### config.mk
export PLATFORM = sky130hd
export DESIGN_NAME = swmr_front
export DESIGN_NICKNAME = d
export VERILOG_FILES = /design/src/hw/rtl/swmr_pkg.sv /design/src/hw/rtl/swmr_front.sv
export SDC_FILE = /design/constraint.sdc
export NUM_CORES = 1
export LEC_CHECK = 0
export BUFFER_PORTS_ARGS = -buffer_cell sky130_fd_sc_hd__clkbuf_2
export CORE_AREA = 8 8 144 146
export CTS_BUF_LIST = sky130_fd_sc_hd__clkbuf_4 sky130_fd_sc_hd__clkbuf_8 sky130_fd_sc_hd__clkbuf_16
export CTS_CLUSTER_DIAMETER = 100
export DETAILED_ROUTE_END_ITERATION = 6
export DIE_AREA = 0 0 152 154
export GPL_TIMING_DRIVEN = 0
export PLACE_DENSITY = 0.59
export SETUP_SLACK_MARGIN = 0.2
export SYNTH_ARGS = -nofsm -noshare
export SYNTH_HDL_FRONTEND = slang
export SYNTH_SLANG_ARGS = --single-unit
export TNS_END_PERCENT = 30
### constraint.sdc
create_clock -name clk -period 2 [get_ports clk]
set_clock_uncertainty 0.1 [all_clocks]
set_input_delay 0.2 -clock clk [delete_from_list [all_inputs] [get_ports clk]]
set_output_delay 0.2 -clock clk [all_outputs]
set_load 0.02 [all_outputs]
### src/hw/rtl/swmr_pkg.sv
// Shared types, sizes and helpers for the sliding window max-minus-min block.
// No dependencies; every other file of the block but swmr_ram imports this package.
package swmr_pkg;

  localparam int SAMPLE_W    = 32;
  localparam int OUT_W       = 32;
  localparam int GAP_W       = 8;
  localparam int MAX_WINDOW  = 256;
  localparam int ADDR_W      = $clog2(MAX_WINDOW);
  // Deque pointers and sample indices carry one extra wrap bit.
  localparam int PTR_W       = ADDR_W + 1;
  localparam int QUEUE_DEPTH = 4;
  localparam int QUEUE_AW    = $clog2(QUEUE_DEPTH);
  localparam int QCNT_W      = QUEUE_AW + 1;

  // One queued request: sample already biased so unsigned order is signed order.
  typedef struct packed {
    logic [SAMPLE_W-1:0] value;
    logic                first;
    logic                last;
  } item_t;

  // One deque entry: index of the sample within its sequence, and its value.
  typedef struct packed {
    logic [PTR_W-1:0]    idx;
    logic [SAMPLE_W-1:0] value;
  } deque_entry_t;

  typedef struct packed {
    logic [SAMPLE_W-1:0] value;
    logic                first;
  } eng_cmd_t;

  typedef struct packed {
    logic                done;
    logic [SAMPLE_W-1:0] value;
  } eng_stat_t;

  // Window length is the gap plus two, capped at the store depth.
  function automatic logic [PTR_W-1:0] win_len(input logic [GAP_W-1:0] gap);
    logic [GAP_W+1:0] full;
    full = {2'b00, gap} + (GAP_W+2)'(2);
    if (full > (GAP_W+2)'(MAX_WINDOW)) begin
      return PTR_W'(MAX_WINDOW);
    end
    return PTR_W'(full);
  endfunction

endpackage

### src/hw/rtl/swmr_front.sv
// Front end: takes input requests, biases the sample and queues them.
// Depends on swmr_pkg.
module swmr_front import swmr_pkg::*; (
  input  logic                clk,
  input  logic                rst,
  input  logic                s_tvalid,
  output logic                s_tready,
  input  logic [SAMPLE_W-1:0] s_tdata,
  input  logic                s_tuser,
  input  logic                s_tlast,
  output logic                q_valid,
  output item_t               q_item,
  input  logic                q_pop
);

  item_t               slots [QUEUE_DEPTH];
  logic [QUEUE_AW-1:0] wr_ptr;
  logic [QUEUE_AW-1:0] rd_ptr;
  logic [QCNT_W-1:0]   count;
  logic                push;
  logic                pop;
  item_t               in_item;

  assign s_tready = (count != QCNT_W'(QUEUE_DEPTH));
  assign push     = s_tvalid && s_tready;
  assign q_valid  = (count != '0);
  assign pop      = q_pop && q_valid;
  assign q_item   = slots[rd_ptr];

  // Flipping the sign bit turns signed order into unsigned order.
  assign in_item.value = s_tdata ^ {1'b1, {(SAMPLE_W-1){1'b0}}};
  assign in_item.first = s_tuser;
  assign in_item.last  = s_tlast;

  always_ff @(posedge clk) begin
    if (push) begin
      slots[wr_ptr] <= in_item;
    end
  end

  always_ff @(posedge clk) begin
    if (rst) begin
      wr_ptr <= '0;
      rd_ptr <= '0;
      count  <= '0;
    end else begin
      if (push) begin
        wr_ptr <= wr_ptr + 1'b1;
      end
      if (pop) begin
        rd_ptr <= rd_ptr + 1'b1;
      end
      case ({push, pop})
        2'b10:   count <= count + 1'b1;
        2'b01:   count <= count - 1'b1;
        default: count <= count;
      endcase
    end
  end

endmodule

# After elaboration in Yosys (flattened, before gate mapping)
# Memory sizes are Yosys's and may differ from the RTL's. A register that Yosys moved wholly into a read port is not among the register bits.
# Cells that the tools add are included.
# classes
addsub,4
n_eq_ne,3
mux,5
bitwise,1
n_reduce_logical,4
# op_table
operator,n
case mux 3 bit (2 select lines),1
"adder 2 x 1 -> 2 bit, second input constant",2
2-to-1 mux 2 bit,2
"adder 3 x 1 -> 3 bit, second input constant",1
"inequality test 3 bit, second input constant",1
nonzero test 3 bit,1
"subtractor 3 x 1 -> 3 bit, second input constant",1
"equality test 2 x 1 -> 1 bit, second input constant",1
"equality test 2 bit, second input constant",1
logical AND 1 bit,2
2-to-1 mux 1 bit,2
nonzero test 2 bit,1
NOT 1 bit,1
# totals
register_bits,7
ram_bits,136
in_bits,38
out_inout_bits,36
word_cells,21
mem_count,1
# mem_list
memory,depth,width,read_ports,rd_clocked_by_memory_dff,write_ports,line_no,rtl
slots,4,34,1,1,1,swmr_front.sv:16,item_t slots [QUEUE_DEPTH];

# Longest topological paths before layout
# Gate-level depths: netlist of run 1.
# depth
ltp_word,4
mapped_depth,9
depth_no_buf,9

# Worst setup path after synthesis of run 1
# No wires, ideal clock.
# synth_timing
kind,reg2reg
start,register count[0]
end,"memory slots[0][0] (netlist name), enable pin"
setup_time_ps,394
arrival_ps,1589
required_ps,1506
slack_ps,-84
path_stages_with_launch,4
n_path_buf,0
synth_period_minus_slack_ps,2084
path_cell_list,dfxtp_1 -> nor2_1 -> a21boi_2 -> and2_1
# synth_via
elab_chain_cells,4
# synth_rtl
element,line_no,rtl
from (decl),swmr_front.sv:19,logic [QCNT_W-1:0] count;
from (signal assigned),swmr_front.sv:54,2'b10: count <= count + 1'b1;
from (signal assigned),swmr_front.sv:55,2'b01: count <= count - 1'b1;
from (signal assigned),swmr_front.sv:56,default: count <= count;
inequality test 3 bit,swmr_front.sv:24,assign s_tready = (count != QCNT_W'(QUEUE_DEPTH));
logical AND 1 bit,swmr_front.sv:25,assign push = s_tvalid && s_tready;
2-to-1 mux 1 bit,swmr_front.sv:36,if (push) begin
2-to-1 mux 1 bit (not written as such),swmr_front.sv:37,slots[wr_ptr] <= in_item;
to (decl),swmr_front.sv:16,
# Every way passes these cells.

==> results of run 1 <==
==> cell families after synthesis <==
| family | Yosys count | share of synthesized area [%] |
|---|---|---|
| flops | 145 | 78.45 |
| mux | 36 | 14.76 |
| simple gates | 18 | 1.611 |
| buf+inv | 16 | 2.210 |
| compound gates | 6 | 0.8057 |
| fa+ha+maj | 6 | 1.519 |
| xor+xnor | 4 | 0.6447 |
==> worst reg2reg max path, delay by kind of cell (launching register included) <==
family | cells | cell delay [ns]
AOI/OAI and AO/OA | 2 | 0.36
adders and majority gates | 2 | 0.50
DFF | 1 | 0.39
and+or+nand+nor | 1 | 0.30
xor gates and xnor gates | 1 | 0.15
buffers and inverters | 1 | 0.04
==> area by class of cell <==
cell class / instances / share of cell area (%)
Sequential cell: 145 / 57.94
Multi-Input combinational cell: 70 / 14.64
Tap cell: 234 / 3.969
Clock buffer: 23 / 6.547
Inverter: 7 / 0.3562
Timing Repair Buffer: 113 / 13.76
Clock inverter: 9 / 1.136
Buffer: 9 / 1.662
==> through the flow <==
stage          power (mW)  setup WS [ns]  std cells  utilization, %  hold slack (ns)
2_1_floorplan       5.449       -0.08328        231               -           0.1989
3_3_place_gp        6.140        -0.9095        537           33.00           0.3147
3_5_place_dp        6.190        -0.2558        539           33.23           0.3231
4_1_cts             9.400        -0.1385        607           38.64          0.03121
5_1_grt             10.20        -0.1268        610           39.97          0.06510
6_report            9.760       -0.05861        610           39.97          0.04870
==> placed cells by master, fill, tap and decap left out, drive strengths merged, types with 4 or more instances in the layout <==
master and instances:
dfxtp 9, ha 5, edfxtp 136, clkbuf 66, buf 45, and2 4
inv 7, mux4 34, clkinvlp 4, clkinv 4, dlygate4sd3 34, nor2 9
==> routing by layer <==
metal,vias up,share of wire [%]
met1,1324,42
met3,13,4.6
li1,1215,-
met5,-,0
met2,58,52
met4,0,1.4
==> cell usage after synthesis, drive strengths merged (2+ instances only) <==
cell type,number
a21oi,2
and2,4
buf,7
clkbuf,2
dfxtp,9
edfxtp,136
ha,5
inv,7
mux4,34
nand2b,2
nor2,9
or3,2
xor2,3
==> state kept, by name, summed over array words and instances (netlist names), named ones only <==
| name | count |
|---|---|
| count | 3 |
| rd_ptr | 2 |
| wr_ptr | 2 |
| slots | 136 |
==> power by group <==
group / internal [mW] / total (mW) / switching [mW]
clock network: 1.82 / 2.98 / 1.15
registers: 3.68 / 3.78 / 0.106
logic: 1.58 / 3.00 / 1.42
total: 7.08 / 9.76 / 2.68
==> path summary, 6_finish.rpt <==
path / start / endpoint / slack (ns) / cells after the start
setup / recovery: flip-flop / q_item[16] / -0.06 / 4
hold / removal: rst / count[1] / 0.05 / 2
hold reg to reg: rd_ptr[1] / rd_ptr[1] / 0.43 / 2
setup reg to reg: count[2] / count[2] / 0.09 / 7
==> repair_timing <==
| action | in CTS | in global routing |
|---|---|---|
| resized for setup | 21 | 101 |
| endpoints found under the setup margin | 172 | 104 |
| hold buffers | 34 | 0 |
| setup buffers | 1 | 1 |
| cloned | 1 | 2 |
| endpoints found under the hold margin | 136 | 0 |
| pin swaps | 0 | 7 |
==> results.ini, run 1 <==
[status]
outcome = finished, violations left
violations = negative setup slack

[yosys]
yosysSeqAreaShare_pct = 78.45
synth_edf_count = 136
synth_top_cell_by_area = edfxtp_1
synth_area_leaders = edfxtp_1, mux4_2, dfxtp_1
synthArstFlopShare_pct = 0
yosysTopAreaCellShare_pct = 75.14
ys_types = 25
syn_area_per_cell_um2 = 23.53
ys_ff_latch = 145
ys_warn_count = 0
synth_ff_type = edfxtp_1
syn_inst = 231
syn_area_um2 = 5435
synthesis.nets = 275

[global_routing]
met2_usage_pct = 16.40
grt_pass1_vias = 2963
grtUsageMet1_pct = 9.956
overflow = 0
use_met3_pct = 3.672
antenna_found_initial = 0
grt_pass1_wl_um = 16320
grt_max_degree = 35
busiest_layer = met2
track_usage_pct = 9.417

[final_layout]
drive_above_1_share_pct = 44.41
nNetsFinal = 407
insertedDiodeCount = 0
multi_input_area_um2 = 1080
ff_latch_area_um2 = 4274
n_fill_cell = 1647
area_growth_pct = 35.73
final_area_um2 = 7377

[timing]
hold_viol_final = 0
setup-violations-final = 34
fin_crit_sh_pct = 102.9
rsz0062_at_grt = true
drv_slew = 0
tns_ns = -1.143
relSlewSlack_pct = 61.57
finalCriticalPeriod_ns = 2.059
worst_pin_slew_ns = 0.5765
finalWorstSetupSlack_ns = -0.05861
fmax_ghz = 0.4858

[detailed_routing]
drt.antenna.violating_nets = 0
wl_per_cell_um = 17.43
drt-vias-per-instance = 4.279
dr_total_vias = 2610
routed_wl_um = 10630
drt_first_pass_iters = 4
first_iter_violations = 134
drc = 0

[setup_path]
crit_path_start_kind = flip-flop
cp-end-kind = output pin
cp_max_fo = 8
worstPathCellList = buf_12, clkbuf_16, mux4_2, buf_6
cpMaxStageDelayCell = mux4_2
critical_path.top_delay_family = multiplexers
max_stage_delay_ns = 0.51
worstSetupPathType = reg2out
critPathArrivalTime_ns = 1.76
critPathBufInv = 3
required_ns = 1.70

[floorplan]
die_w_um = 152
core_area_um2 = 18460
pin_count = 74
fp-row-count = 50
die_h_um = 154
initial_core_util_pct = 29.45
dieArea_um2 = 23410

[clock_tree]
clk_pin_slew_ns = 0.06
cts_root_buf = clkbuf_16
clock-sinks = 145
cts_tree = built
htree_levels = 4
cts_made_buffers = 17
clock_latency_ns = 0.41
clockBufferDepth = 2

[placed_design]
place_congestion = 0.6233
placed_area_um2 = 6133
hpwl_um = 6534
port_buffers = 72

[power_and_ir_drop]
ir_drop_uv = 711.0
p_leak_nw = 2.536
power_density_nw_per_um2 = 1323

[hold_path]
hold_path.class = in2reg

[job]
drv_cap = 0

Note: power is estimated with default switching activity, not from simulation.
==> run 2, diff against run 1 <==
--- a/config.mk
+++ b/config.mk
@@ -7,11 +7,12 @@
 export LEC_CHECK = 0
 export BUFFER_PORTS_ARGS = -buffer_cell sky130_fd_sc_hd__clkbuf_2
 export CORE_AREA = 8 8 144 146
-export CTS_BUF_LIST = sky130_fd_sc_hd__clkbuf_4 sky130_fd_sc_hd__clkbuf_8 sky130_fd_sc_hd__clkbuf_16
+export CTS_BUF_LIST = sky130_fd_sc_hd__clkbuf_4 sky130_fd_sc_hd__clkbuf_8
 export CTS_CLUSTER_DIAMETER = 100
 export DETAILED_ROUTE_END_ITERATION = 6
 export DIE_AREA = 0 0 152 154
 export GPL_TIMING_DRIVEN = 0
+export HOLD_SLACK_MARGIN = 0.02
 export PLACE_DENSITY = 0.59
 export SETUP_SLACK_MARGIN = 0.2
 export SYNTH_ARGS = -nofsm -noshare
==> run 2 against run 1 <==
  * The flow still finishes with violations (negative setup slack)
  * Cell count is 0.16% higher
  * Global-route usage is 0.16 points lower
  * Flip-flop and latch count did not move
  * Critical path depth unchanged
  * Wire length is 0.65% lower
  * Critical path type unchanged
  * Largest cell class unchanged
  * Highest routed layer unchanged
==> results.ini, run 2 (same netlist as run 1, synthesis figures left out) <==
[status]
outcome = finished, violations left
violations = negative setup slack

[detailed_routing]
dr_total_vias = 2610  ; unchanged
drt_first_pass_iters = 5  ; +1
drt.antenna.violating_nets = 0  ; unchanged
wl_per_cell_um = 17.29  ; -0.81%
drc = 0  ; unchanged
drt-vias-per-instance = 4.272  ; -0.16%
first_iter_violations = 112  ; -16%
routed_wl_um = 10570  ; -0.65%

[clock_tree]
htree_levels = 4  ; unchanged
cts_tree = built
cts_made_buffers = 17  ; unchanged
clk_pin_slew_ns = 0.08  ; +0.02 ns
clockBufferDepth = 2  ; unchanged
cts_root_buf = clkbuf_8
clock_latency_ns = 0.43  ; +0.02 ns
clock-sinks = 145  ; unchanged

[final_layout]
ff_latch_area_um2 = 4272  ; about the same
final_util_pct = 38.99  ; -0.98 points
largest_register_ffs = 136  ; unchanged
mostFrequentLayoutCells = edfxtp_1, clkbuf_2, dlygate4sd3_1
n_fill_cell = 1669  ; +1.3%
drive_above_1_share_pct = 43.77  ; -0.65 points
insertedDiodeCount = 0  ; unchanged
final_common_cell = edfxtp_1
nNetsFinal = 408  ; +0.25%
reg_top3 = slots: 136 flops, count: 3 flops
multi_input_area_um2 = 1064  ; -1.5%
area_growth_pct = 32.39
largest_register = slots

[timing]
finalWorstSetupSlack_ns = -0.08615  ; -0.02754 ns
relSlewSlack_pct = 61.55  ; about the same
finalCriticalPeriod_ns = 2.086  ; +0.02754 ns
fmax_ghz = 0.4794  ; -1.3%
hold_viol_final = 0  ; unchanged
hold_slack_ns = 0.07439  ; +0.02569 ns
worst_pin_slew_ns = 0.5768  ; +0.0002609 ns
rsz0062_at_grt = true
drv_slew = 0  ; unchanged
tns_ns = -2.109  ; -0.9660 ns
setup-violations-final = 35  ; +2.9%
fin_crit_sh_pct = 104.3  ; +1.4 points

[placed_design]
place_congestion = 0.6233  ; unchanged
dp_slack_ns = -0.2558  ; unchanged
port_buffers = 72  ; unchanged
hpwl_um = 6534  ; unchanged

[global_routing]
grt_max_degree = 35  ; unchanged
antenna_found_initial = 0  ; unchanged
track_usage_pct = 9.258  ; -0.16 points
grt_pass1_wl_um = 16030  ; -1.8%
overflow = 0  ; unchanged
grt_pass1_vias = 2871  ; -3.1%

[floorplan]
fp-row-count = 50  ; unchanged
pin_count = 74  ; unchanged
die_w_um = 152  ; unchanged
core_area_um2 = 18460  ; unchanged
dieArea_um2 = 23410  ; unchanged
initial_core_util_pct = 29.45  ; unchanged
die_h_um = 154  ; unchanged

[power_and_ir_drop]
combinationalPowerShare_pct = 33.9  ; +3.2 points
power_density_nw_per_um2 = 1242  ; -6.1%
power_mw = 8.941  ; -8.4%
switchingPower_mw = 2.564  ; -4.3%
intPower_mw = 6.377  ; -9.9%
p_leak_nw = 2.455  ; -3.2%
ir_drop_uv = 544.1  ; -23%
seqPwrFrac_pct = 42.2  ; +3.4 points
power_frac_clock_pct = 23.9  ; -6.6 points
sw_frac_of_total_pct = 28.67  ; +1.2 points

[setup_path]
cp_max_fo = 8  ; unchanged
cp-end-kind = output pin
crit_path_start_kind = flip-flop
worstSetupPathType = reg2out
required_ns = 1.70  ; about the same
critPathArrivalTime_ns = 1.79  ; +0.03 ns

[hold_path]
hold_path.class = in2reg

[job]
drv_cap = 0  ; unchanged

run 2: cell count changes in the layout (fill, tap and decap cells not counted), moves of 2 or more:
cell / delta
inv_1: +2
inv_2: -2
buf_2: -2
clkbuf_8: +17
clkbuf_16: -17
buf_6: +3
run 2: power groups by stage:
stage | clock (mW) | sequential, mW | combinational (mW)
5_1_grt | 2.31 | 3.81 | 3.26
4_1_cts | 2.21 | 3.77 | 2.57
3_3_place_gp | 0 | 3.81 | 2.33
2_1_floorplan | 0 | 3.80 | 1.65
3_5_place_dp | 0 | 3.83 | 2.36
6_report | 2.14 | 3.78 | 3.03
run 2: layer usage:
layer	part of all wire (%)	track usage [%]	wire (µm)	up-vias
met5	0	0	0	-
met4	1.4	3.427	153	0
li1	-	-	-	1213
met1	42	9.796	4390	1322
met2	52	16.30	5496	62
met3	5.0	3.840	525	13
run 2: final cells by class:
type,instances,share of cell area [%]
clock buffers,23,4.051
clock inverters,9,1.165
inverters,7,0.3652
flip-flops and latches,145,59.36
plain buffers,9,1.704
well taps,234,4.069
multi-input cells,70,14.78
repair buffers,114,14.50
run 2: through the flow:
| step | cells | instance area (µm²) |
|---|---|---|
| global route | 611 | 7196 |
| CTS | 608 | 6935 |
| detailed placement | 539 | 6133 |
| finish | 611 | 7196 |
| floorplan | 231 | 5438 |
| global placement | 537 | 6091 |
run 2: what timing repair did:
action	in CTS	in global routing
setup endpoints to repair	172	172
hold endpoints to repair	141	0
setup buffers	1	1
pin swaps	0	3
resized for setup	17	108
gates cloned	1	2
hold buffers	35	0
run 2: path summary, 6_finish.rpt:
check	start	slack, ns	cells after the start	end
worst max-delay path	flip-flop	-0.09	4	q_item[16]
worst min-delay path	s_tvalid	0.07	3	wr_ptr[1]
worst max register to register	count[1]	-0.04	9	count[2]
worst min register to register	count[2]	0.43	2	count[2]
run 2: worst max-delay path: stages, from the launching register on:
cell and delay, ns:
dfxtp_2 0.34, buf_12 0.16, clkbuf_16 0.17, mux4_2 0.51, buf_6 0.15
==> run 3, diff against run 2 <==
--- a/config.mk
+++ b/config.mk
@@ -14,7 +14,6 @@
 export GPL_TIMING_DRIVEN = 0
 export HOLD_SLACK_MARGIN = 0.02
 export PLACE_DENSITY = 0.59
-export SETUP_SLACK_MARGIN = 0.2
 export SYNTH_ARGS = -nofsm -noshare
 export SYNTH_HDL_FRONTEND = slang
 export SYNTH_SLANG_ARGS = --single-unit
==> run 3 against run 2 <==
  * The flow still finishes with violations (negative setup slack)
  * Total power shrank 1.3%
  * Critical path type unchanged
  * Via count is 0.15% lower
  * First-iteration DRC count is 9.8% higher
  * Combinational power decreased by 4%
==> results.ini, run 3 (same netlist as run 1, synthesis figures left out) <==
[timing]
worst_pin_slew_ns = 0.5740  ; -0.002739 ns
setup-violations-final = 34  ; -2.9%
fmax_ghz = 0.4867  ; +1.5%
fin_crit_sh_pct = 102.7  ; -1.6 points
relSlewSlack_pct = 61.73  ; +0.18 points
finalWorstSetupSlack_ns = -0.05454  ; +0.03161 ns
hold_viol_final = 0  ; unchanged
drv_slew = 0  ; unchanged
rsz0062_at_grt = true
hold_slack_ns = 0.1038  ; +0.02945 ns
finalCriticalPeriod_ns = 2.055  ; -0.03161 ns

[floorplan]
fp-row-count = 50  ; unchanged
initial_core_util_pct = 29.45  ; unchanged
die_h_um = 154  ; unchanged
core_area_um2 = 18460  ; unchanged
die_w_um = 152  ; unchanged
dieArea_um2 = 23410  ; unchanged
pin_count = 74  ; unchanged

[placed_design]
dp_cells = 539  ; unchanged
hpwl_um = 6534  ; unchanged
place_congestion = 0.6233  ; unchanged
port_buffers = 72  ; unchanged

[clock_tree]
htree_levels = 4  ; unchanged
clockBufferDepth = 2  ; unchanged
clock_latency_ns = 0.43  ; about the same
cts_root_buf = clkbuf_8
clk_pin_slew_ns = 0.08  ; about the same
clock-sinks = 145  ; unchanged
cts_tree = built
cts_made_buffers = 17  ; unchanged

[power_and_ir_drop]
switchingPower_mw = 2.539  ; -0.95%
power_density_nw_per_um2 = 1235  ; -0.60%
combinationalPowerShare_pct = 33.0  ; -0.9 points
intPower_mw = 6.287  ; -1.4%
ir_drop_uv = 485.5  ; -11%
sw_frac_of_total_pct = 28.77  ; +0.097 points
seqPwrFrac_pct = 42.9  ; +0.7 points
p_leak_nw = 2.441  ; -0.59%
power_frac_clock_pct = 24.1  ; +0.2 points

[detailed_routing]
routed_wl_um = 10470  ; -0.90%
dr_total_vias = 2606  ; -0.15%
first_iter_violations = 123  ; +9.8%
drc = 0  ; unchanged
wl_per_cell_um = 17.11  ; -1.1%
drt_first_pass_iters = 4  ; -1
drt.antenna.violating_nets = 0  ; unchanged
drt-vias-per-instance = 4.258  ; -0.32%

[final_layout]
mostFrequentLayoutCells = edfxtp_1, clkbuf_2, dlygate4sd3_1
n_fill_cell = 1675  ; +0.36%
largest_register = slots
reg_top3 = slots: 136 flops, count: 3 flops
fin_cells = 612  ; +0.16%
nNetsFinal = 409  ; +0.25%
drive_above_1_share_pct = 44.18  ; +0.41 points
ff_latch_area_um2 = 4278  ; +0.15%
final_common_cell = edfxtp_1
multi_input_area_um2 = 1067  ; +0.35%
largest_register_ffs = 136  ; unchanged
insertedDiodeCount = 0  ; unchanged
area_growth_pct = 31.49

[setup_path]
max_stage_delay_ns = 0.53  ; +0.02 ns
crit_path_start_kind = flip-flop
critical_path.top_delay_family = multiplexers
r2r-end = count[2]
cp_max_fo = 8  ; unchanged
required_ns = 1.70  ; about the same
worstSetupPathType = reg2out
worstPathCellList = buf_12, buf_12, mux4_2, buf_8
critPathMostFrequentCell = buf_12
cpMaxStageDelayCell = mux4_2
critPathBufInv = 3  ; unchanged
critPathArrivalTime_ns = 1.75  ; -0.04 ns
rr_worst_depth = 9  ; unchanged
r2r_slack_ns = 0.07  ; +0.11 ns
reg2reg_from = count[0]
cp-end-kind = output pin

[job]
drv_cap = 0  ; unchanged

[global_routing]
track_usage_pct = 9.404  ; +0.15 points
antenna_found_initial = 0  ; unchanged
grt_pass1_vias = 2896  ; +0.87%
overflow = 0  ; unchanged
grt_pass1_wl_um = 16240  ; +1.3%
grt_max_degree = 35  ; unchanged

[status]
outcome = finished, violations left
violations = negative setup slack

[hold_path]
hold_start = q_pop
min_path_cells = 4  ; +1
hold_path.class = in2reg

run 3: through the flow:
| step | cell area (µm²) | util, % | setup TNS (ns) | total power, mW | setup WS, ns |
|---|---|---|---|---|---|
| after floorplan | 5438 | - | -5.663 | 5.449 | -0.08328 |
| after global placement | 6091 | 33.00 | -75.71 | 6.140 | -0.9095 |
| after detailed placement | 6133 | 33.23 | -17.52 | 6.190 | -0.2558 |
| after CTS | 7076 | 38.34 | -5.007 | 8.867 | -0.2134 |
| after global routing | 7147 | 38.73 | -4.069 | 9.270 | -0.1442 |
| final | 7147 | 38.73 | -0.9663 | 8.826 | -0.05454 |
run 3: worst max-delay path by stage:
stage               cells past startpoint  slack (ns)     endpoint
floorplan                               3       -0.08  slots[2][0]
global placement                        3       -0.91  slots[3][8]
detailed placement                      3       -0.26  slots[0][9]
CTS                                     5       -0.21   q_item[32]
global route                            4       -0.14   q_item[19]
finish                                  4       -0.05   q_item[17]
run 3: layout make-up:
| class | instances | share of cell area, % |
|---|---|---|
| plain buffers | 8 | 1.488 |
| clock buffers | 23 | 4.079 |
| clock inverters | 9 | 1.173 |
| inverters | 7 | 0.3676 |
| multi-input cells | 70 | 14.93 |
| flip-flops and latches | 145 | 59.86 |
| well taps | 234 | 4.097 |
| repair buffers | 116 | 14.01 |
run 3: worst min-delay path, stage by stage:
cell,delay (ns)
clkbuf_2,0.09
o311ai_0,0.13
xor2_1,0.08
nor2_1,0.10
run 3: timing repair:
| item | in CTS | in global routing |
|---|---|---|
| endpoints found under the setup margin | 146 | 77 |
| hold buffers | 35 | 0 |
| gates resized for setup | 30 | 72 |
| buffers inserted | 3 | 4 |
| cloned | 3 | 0 |
| hold endpoints to repair | 141 | 0 |
| pin swaps | 0 | 3 |
run 3: power groups by stage:
stage | clock (mW) | sequential (mW) | combinational (mW)
after floorplan | 0 | 3.80 | 1.65
after global placement | 0 | 3.81 | 2.33
after detailed placement | 0 | 3.83 | 2.36
after CTS | 2.21 | 3.78 | 2.88
after global routing | 2.31 | 3.82 | 3.14
final | 2.13 | 3.78 | 2.91
run 3: per-layer routing:
metal  track usage, %  up-vias  part of all wire (%)
li1                 -     1213                     -
met1            10.04     1327                    42
met2            16.49       55                    52
met3            3.868       11                   5.0
met4            3.427        0                   1.2
met5                0        -                     0
